===== config.mk =====
export PLATFORM = sky130hd
export DESIGN_NAME = mwm_div
export DESIGN_NICKNAME = d
export VERILOG_FILES = /design/src/hdl/mwm_pkg.sv /design/src/hdl/mwm_div.sv
export SDC_FILE = /design/constraint.sdc
export NUM_CORES = 1
export LEC_CHECK = 0
export BUFFER_PORTS_ARGS = -buffer_cell sky130_fd_sc_hd__buf_2
export CELL_PAD_IN_SITES_DETAIL_PLACEMENT = 0
export CELL_PAD_IN_SITES_GLOBAL_PLACEMENT = 1
export CORE_UTILIZATION = 59
export CTS_BUF_LIST = sky130_fd_sc_hd__clkbuf_2
export DETAILED_ROUTE_END_ITERATION = 6
export GPL_TIMING_DRIVEN = 0
export PLACE_DENSITY = 0.88
export SETUP_SLACK_MARGIN = 0.2
export SLEW_MARGIN = 20
export SYNTH_ARGS = -nofsm -noshare
export SYNTH_HDL_FRONTEND = slang
export SYNTH_SLANG_ARGS = --single-unit

===== constraint.sdc =====
create_clock -name clk -period 8.4 [get_ports clk]
set_input_delay 0.84 -clock clk [delete_from_list [all_inputs] [get_ports clk]]
set_output_delay 0.84 -clock clk [all_outputs]
set_load 0.005 [all_outputs]

===== src/hdl/mwm_pkg.sv =====
// ----------------------------------------------------------------------------
// mwm_pkg
// Shared widths, register indexes and reset values for the mecanum mixer.
// ----------------------------------------------------------------------------
package mwm_pkg;

  localparam int SPEED_WIDTH_DEF = 16;
  localparam int NUM_WHEELS      = 4;

  localparam int BASE_W       = 16;
  localparam int OFFSET_W     = 16;
  localparam int RATIO_W      = 18;
  localparam int SCALE_W      = 24;
  localparam int SCALE_HALF_W = 12;
  localparam int LIMIT_W      = 15;
  localparam int FRAC_W       = 32;

  localparam int CFG_IDX_W  = 3;
  localparam int CFG_DATA_W = 24;

  typedef enum logic [CFG_IDX_W-1:0] {
    CFG_RATIO_BASE = 3'd0,
    CFG_OFFSET_X   = 3'd1,
    CFG_OFFSET_Y   = 3'd2,
    CFG_RPM_SCALE  = 3'd3,
    CFG_WHEEL_LIM  = 3'd4,
    CFG_VX_LIM     = 3'd5,
    CFG_VY_LIM     = 3'd6,
    CFG_VW_LIM     = 3'd7
  } cfg_idx_t;

  localparam logic [BASE_W-1:0]   RST_RATIO_BASE = 16'd1792;
  localparam logic [OFFSET_W-1:0] RST_OFFSET     = 16'd0;
  localparam logic [SCALE_W-1:0]  RST_RPM_SCALE  = 24'd110000;
  localparam logic [LIMIT_W-1:0]  RST_WHEEL_LIM  = 15'd8500;
  localparam logic [LIMIT_W-1:0]  RST_VXY_LIM    = 15'd3500;
  localparam logic [LIMIT_W-1:0]  RST_VW_LIM     = 15'd300;

endpackage


===== src/hdl/mwm_div.sv =====
// ----------------------------------------------------------------------------
// mwm_div
// Pipelined restoring divider for the proportional wheel-speed scaling.
// ----------------------------------------------------------------------------
module mwm_div import mwm_pkg::*; #(
  parameter  int SPEED_WIDTH = SPEED_WIDTH_DEF,
  localparam int MAG_W       = SPEED_WIDTH - 1,
  localparam int NUM_W       = MAG_W + LIMIT_W
) (
  input  logic                          clk,
  input  logic [LIMIT_W-1:0]            en,
  input  logic [NUM_W-1:0]              num,
  input  logic [MAG_W-1:0]              den,
  input  logic                          sel,
  input  logic signed [SPEED_WIDTH-1:0] wheel,
  output logic signed [SPEED_WIDTH-1:0] res
);

  localparam int SW = SPEED_WIDTH;
  localparam int QW = LIMIT_W;

  logic [MAG_W-1:0]     rem_r [QW];
  logic [QW-1:0]        lo_r  [QW];
  logic [QW-1:0]        q_r   [QW];
  logic [MAG_W-1:0]     den_r [QW];
  logic                 sel_r [QW];
  logic signed [SW-1:0] w_r   [QW];

  logic [MAG_W-1:0]     rem_p [QW];
  logic [QW-1:0]        lo_p  [QW];
  logic [QW-1:0]        q_p   [QW];
  logic [MAG_W-1:0]     den_p [QW];
  logic                 sel_p [QW];
  logic signed [SW-1:0] w_p   [QW];
  logic [SW-1:0]        t_c   [QW];
  logic [SW-1:0]        d_c   [QW];
  logic                 ge_c  [QW];

  logic signed [SW-1:0] q_ext;

  always_comb begin
    for (int k = 0; k < QW; k++) begin
      if (k == 0) begin
        rem_p[k] = num[NUM_W-1:QW];
        lo_p[k]  = num[QW-1:0];
        q_p[k]   = '0;
        den_p[k] = den;
        sel_p[k] = sel;
        w_p[k]   = wheel;
      end else begin
        rem_p[k] = rem_r[k-1];
        lo_p[k]  = lo_r[k-1];
        q_p[k]   = q_r[k-1];
        den_p[k] = den_r[k-1];
        sel_p[k] = sel_r[k-1];
        w_p[k]   = w_r[k-1];
      end
      t_c[k]  = {rem_p[k], lo_p[k][QW-1]};
      ge_c[k] = t_c[k] >= {1'b0, den_p[k]};
      d_c[k]  = t_c[k] - {1'b0, den_p[k]};
    end
  end

  always_ff @(posedge clk) begin
    for (int k = 0; k < QW; k++) begin
      if (en[k]) begin
        rem_r[k] <= ge_c[k] ? d_c[k][MAG_W-1:0] : t_c[k][MAG_W-1:0];
        lo_r[k]  <= {lo_p[k][QW-2:0], 1'b0};
        q_r[k]   <= {q_p[k][QW-2:0], ge_c[k]};
        den_r[k] <= den_p[k];
        sel_r[k] <= sel_p[k];
        w_r[k]   <= w_p[k];
      end
    end
  end

  assign q_ext = $signed(SW'(q_r[QW-1]));

  always_comb begin
    if (!sel_r[QW-1]) begin
      res = w_r[QW-1];
    end else if (w_r[QW-1][SW-1]) begin
      res = -q_ext;
    end else begin
      res = q_ext;
    end
  end

endmodule


Word-level counts from Yosys, hierarchy flattened
Memories as Yosys holds them, arrays and structs flattened.
Cells that the tools add are included.
{"block": "word_totals", "output_inout_bits": 16, "reg_bits": 0, "input_bits": 78, "mem_bits_rw": 1140, "memories": 6, "word_cells": 84}
{"memory": "w_r", "depth": 15, "width": 16, "rd": 15, "rd_clocked_by_memory_dff": 0, "wr": 15, "line_no": "mwm_div.sv:27", "text": "logic signed [SW-1:0] w_r [QW];"}
{"memory": "den_r", "depth": 15, "width": 15, "rd": 14, "rd_clocked_by_memory_dff": 0, "wr": 15, "line_no": "mwm_div.sv:25", "text": "logic [MAG_W-1:0] den_r [QW];"}
{"memory": "q_r", "depth": 15, "width": 15, "rd": 15, "rd_clocked_by_memory_dff": 0, "wr": 15, "line_no": "mwm_div.sv:24", "text": "logic [QW-1:0] q_r [QW];"}
{"memory": "rem_r", "depth": 15, "width": 15, "rd": 14, "rd_clocked_by_memory_dff": 0, "wr": 15, "line_no": "mwm_div.sv:22", "text": "logic [MAG_W-1:0] rem_r [QW];"}
{"memory": "lo_r", "depth": 15, "width": 14, "rd": 14, "rd_clocked_by_memory_dff": 0, "wr": 15, "line_no": "mwm_div.sv:23", "text": "logic [QW-1:0] lo_r [QW];"}
{"memory": "sel_r", "depth": 15, "width": 1, "rd": 15, "rd_clocked_by_memory_dff": 0, "wr": 15, "line_no": "mwm_div.sv:26", "text": "logic sel_r [QW];"}
{"block": "classes", "addsub": 16, "order_cmp": 15, "muxes": 47}
{"cell": "16-bit by 15-bit >= comparator with 1-bit output", "n": 15}
{"cell": "15-bit 2-to-1 mux", "n": 15}
{"cell": "15-bit subtractor", "n": 15}
{"cell": "16-bit 2-to-1 mux", "n": 2}
{"cell": "1-bit 2-to-1 mux", "n": 30}
{"cell": "15-bit negator with 16-bit output", "n": 1}

Logic depth before layout (Yosys ltp)
An unclocked memory read counts as a cell.
{"block": "logic_depth", "word_depth": 4, "depth_mapped": 13, "ltp_nobuf": 11}

Worst setup path before layout
OpenSTA, ideal clock, no wires.
{"block": "synth_timing", "path_kind": "input -> register", "startpoint": "input port den[5]", "endpoint": "memory rem_r[0][11] (netlist bit) (data pin)", "setup_ns": 0.267, "path_stages": 11, "setup_slack_ns": 5.384, "arrival_time_ns": 2.749, "cell_sequence": "inv_1 -> ha_1 -> clkbuf_1 -> a21o_1 -> a21o_1 -> a21oi_1 -> o21ai_0 -> a2111oi_0 -> o21a_1 -> clkbuf_1 -> o21ai_0"}
{"item": "start: declaration", "line_no": "mwm_div.sv:13", "text": "input logic [MAG_W-1:0] den,"}
{"item": "end: declaration", "line_no": "mwm_div.sv:22"}

==> reports/qor.csv <==
metric,value,unit
status,finished clean,
period utilization,0.502,
slowest CP cell,edfxtp_1,
cell taking the most area after synthesis,edfxtp_1,
initial antenna violation count,2,
top_reg_cell synth,edfxtp_1,
worst IR drop on VDD,0.153,mV
Critical Path AT,3.38,ns
gpl congestion,0.930,
worst path required time,7.56,ns
final net count,3648,
first-pass GRT wire length,125,mm
grt total ovfl,0,
synth warn,0,
Vias/cell,5.57,
Avg Synthesized Cell Area,13.8,sq um
"Clk Latency, worst-skew pair",1.37,ns
final setup vio count,0,
drt drc,0,
kind of critical path,reg -> out,
Worst setup EP type,output pin,
fin crit period,4.22,ns
Final Hold Fails,0,
vias in the first global route,25100,
worst hold-check path type,in -> reg,
Layout area overhead,10.8,%
Mapped Area,40600,sq um
post-route insts no fill,4366,
dpl cells,3912,
Worst path max stage delay,0.42,ns
crit-path most repeated cell,nand2_1,
wire per inst,17.8,microns
Design Power,14500,uW
syn_nets,3264,
post-synth cell types,80,
largest net degree at the start of global routing,63,
Final Skew,0.111,ns
Placement Rows,95,
Post-Syn Instances,2946,
dpl hpwl,55.2,mm
via count,24300,
Fillers,4840,
Clock Sinks,900,
top-area cell type share of the netlist area,0.666,
Area contributors post-synth,"edfxtp_1, ha_1, a21oi_1",
"Seq/Total Area, Yosys",0.666,
Post-Route WL,77.7,mm
max-slew violations,0,
Core ar.,67600,sq um
Worst setup SP type,flip-flop,
"antenna viol nets, final",0,
CP cell instances,"inv_1, ha_1, nand2_1, o31a_1, a21oi_1, nand2_1, xor2_1, mux2_2, buf_2",
relative slew slack,0.433,
max-cap violations,0,
die area,69800,sq um
I/O pins,94,
initial core utilization,0.600,
Hold WS,0.191,ns
Clock Pin Slew Worst Setup and Hold Paths,0.11,ns
TritonCTS clock tree,yes,
Root Driver,clkbuf_2,
Die W,264,microns
post-CTS sizing,0,
All-Layer GR Usage,0.226,
"EDFF count, synth",900,
P_leak,0.0178,uW
share of cells above drive strength 1,0.156,
total CTS buffers,211,
asr flop ratio synth,0,
Initial DRT Pass Iterations,6,
fmax,237,MHz
Crit Path Max Fanout,3,
die height,264,microns
RSZ-0062 raised after global routing,no,
worst slew pin tran,0.851,ns
Clock Tree Buf Depth,3,
Setup TNS Final,0,ns
# port buffers,93,
Yosys reg bits,900,
pwr/cell area,322,nW/um^2
R2R setup slack,4.80,ns
H-tree levels,4,
DRT iter0 DRCs,1657,
[final timing paths]
path	startpoint	endpoint	cells past startpoint
setup / recovery	q_r[1][90]$_DFFE_PP_	res[14]	9
setup reg to reg	den_r[1][0]$_DFFE_PP_	rem_r[1][20]$_DFFE_PP_	10
hold reg to reg	w_r[1][1]$_DFFE_PP_	w_r[1][17]$_DFFE_PP_	0
hold / removal	wheel[10]	w_r[0][10]$_DFFE_PP_	2
[kinds of logic (layout without fill, tap and decap cells)]
kind of cell    after synthesis  after routing  share of synthesized area
buf+inv                     335            878                     0.0326
xor+xnor                    160            160                     0.0346
other cells                   0              4                          0
flops                       900            900                      0.666
mux                          81             81                     0.0226
fa+ha+maj                   240            240                     0.0766
compound gates              673            673                      0.103
simple gates                557            557                     0.0645
[synthesized netlist by cell type, drive strengths merged (9+ instances only)]
master and n:
buf 27, nor2 183, a31oi 21, nand4 30
nor3 35, o31a 10, xor2 68, o21bai 17
nand2b 32, o21a 40, clkbuf 25, and2 9
inv 283, o31ai 20, mux2 71, and3 11
a41oi 11, a21oi 221, a21o 51, nand3 20
ha 226, fa 14, nor2b 43, a211oi 12
nand2 158, xnor2 92, o21ai 190, edfxtp 900
mux2i 10
[worst max-delay path: cells and delay by family (launching register included)]
family,cells,cell delay [ns]
XOR/XNOR,1,0.17
AND/OR/NAND/NOR,2,0.18
flip-flops,1,0.42
buffers and inverters,2,0.24
multiplexers,1,0.28
adder cells (fa/ha/maj),1,0.17
AO/OA/AOI/OAI,2,0.58
[registers in the layout, indices dropped and copies added (netlist names)]
signal  cells
w_r       240
den_r     210
rem_r     210
q_r       120
lo_r      105
sel_r      15
[cells in the final DEF (no fill, tap or decap), drive strengths merged, types with 10 or more instances in the layout]
| master | count |
|---|---|
| inv | 290 |
| ha | 226 |
| nand3 | 20 |
| a41oi | 11 |
| dlygate4sd3 | 78 |
| a21oi | 221 |
| a21o | 51 |
| xnor2 | 92 |
| nor2b | 43 |
| nand4 | 30 |
| nand2 | 158 |
| o21bai | 17 |
| mux2 | 71 |
| o31ai | 20 |
| a211oi | 12 |
| o21ai | 190 |
| clkinv | 57 |
| nor2 | 183 |
| o21a | 40 |
| nor3 | 35 |
| edfxtp | 900 |
| mux2i | 10 |
| clkbuf | 327 |
| buf | 120 |
| xor2 | 68 |
| a31oi | 21 |
| and3 | 11 |
| nand2b | 32 |
| o31a | 10 |
| fa | 14 |
[metal layers]
layer | vias to the layer above | wire length [microns] | track usage
li1 | 11900 | - | -
met1 | 11600 | 31900 | 0.268
met2 | 655 | 40600 | 0.404
met3 | 161 | 3250 | 0.0458
met4 | 0 | 1920 | 0.0866
met5 | - | 0 | 0
[final cells by class]
cell class / instances / area (sq um) / area share
antenna: 4 / 10.0 / 0.000223
clock inverter: 70 / 495 / 0.0110
tap: 873 / 1090 / 0.0243
inverter: 283 / 1060 / 0.0236
clock buffer: 302 / 1510 / 0.0336
timing repair buffer: 171 / 1280 / 0.0285
buffer: 52 / 258 / 0.00573
sequential: 900 / 27000 / 0.601
multi-input combinational: 1711 / 12200 / 0.272
[report_power, final]
group	leakage, uW	switching, uW	internal [uW]
Sequential	0.00879	421	6040
Clock	0.00150	1670	1150
Combinational	0.00755	2910	2260
[through the flow]
| step | util | instance area, sq um | setup slack (ns) |
|---|---|---|---|
| 2_1_floorplan | - | 40600 | 5.38 |
| 3_3_place_gp | 0.623 | 42100 | 4.77 |
| 3_5_place_dp | 0.623 | 42100 | 4.79 |
| 4_1_cts | 0.664 | 44900 | 3.99 |
| 5_1_grt | 0.665 | 44900 | 3.81 |
| 6_report | 0.665 | 44900 | 4.18 |
[timing repair]
item,CTS,global route
endpoints found under the hold margin,769,0
endpoints found under the setup margin,0,0
hold buffers,78,0
setup buffers,0,0
Note: power is estimated with default switching activity, not from simulation.
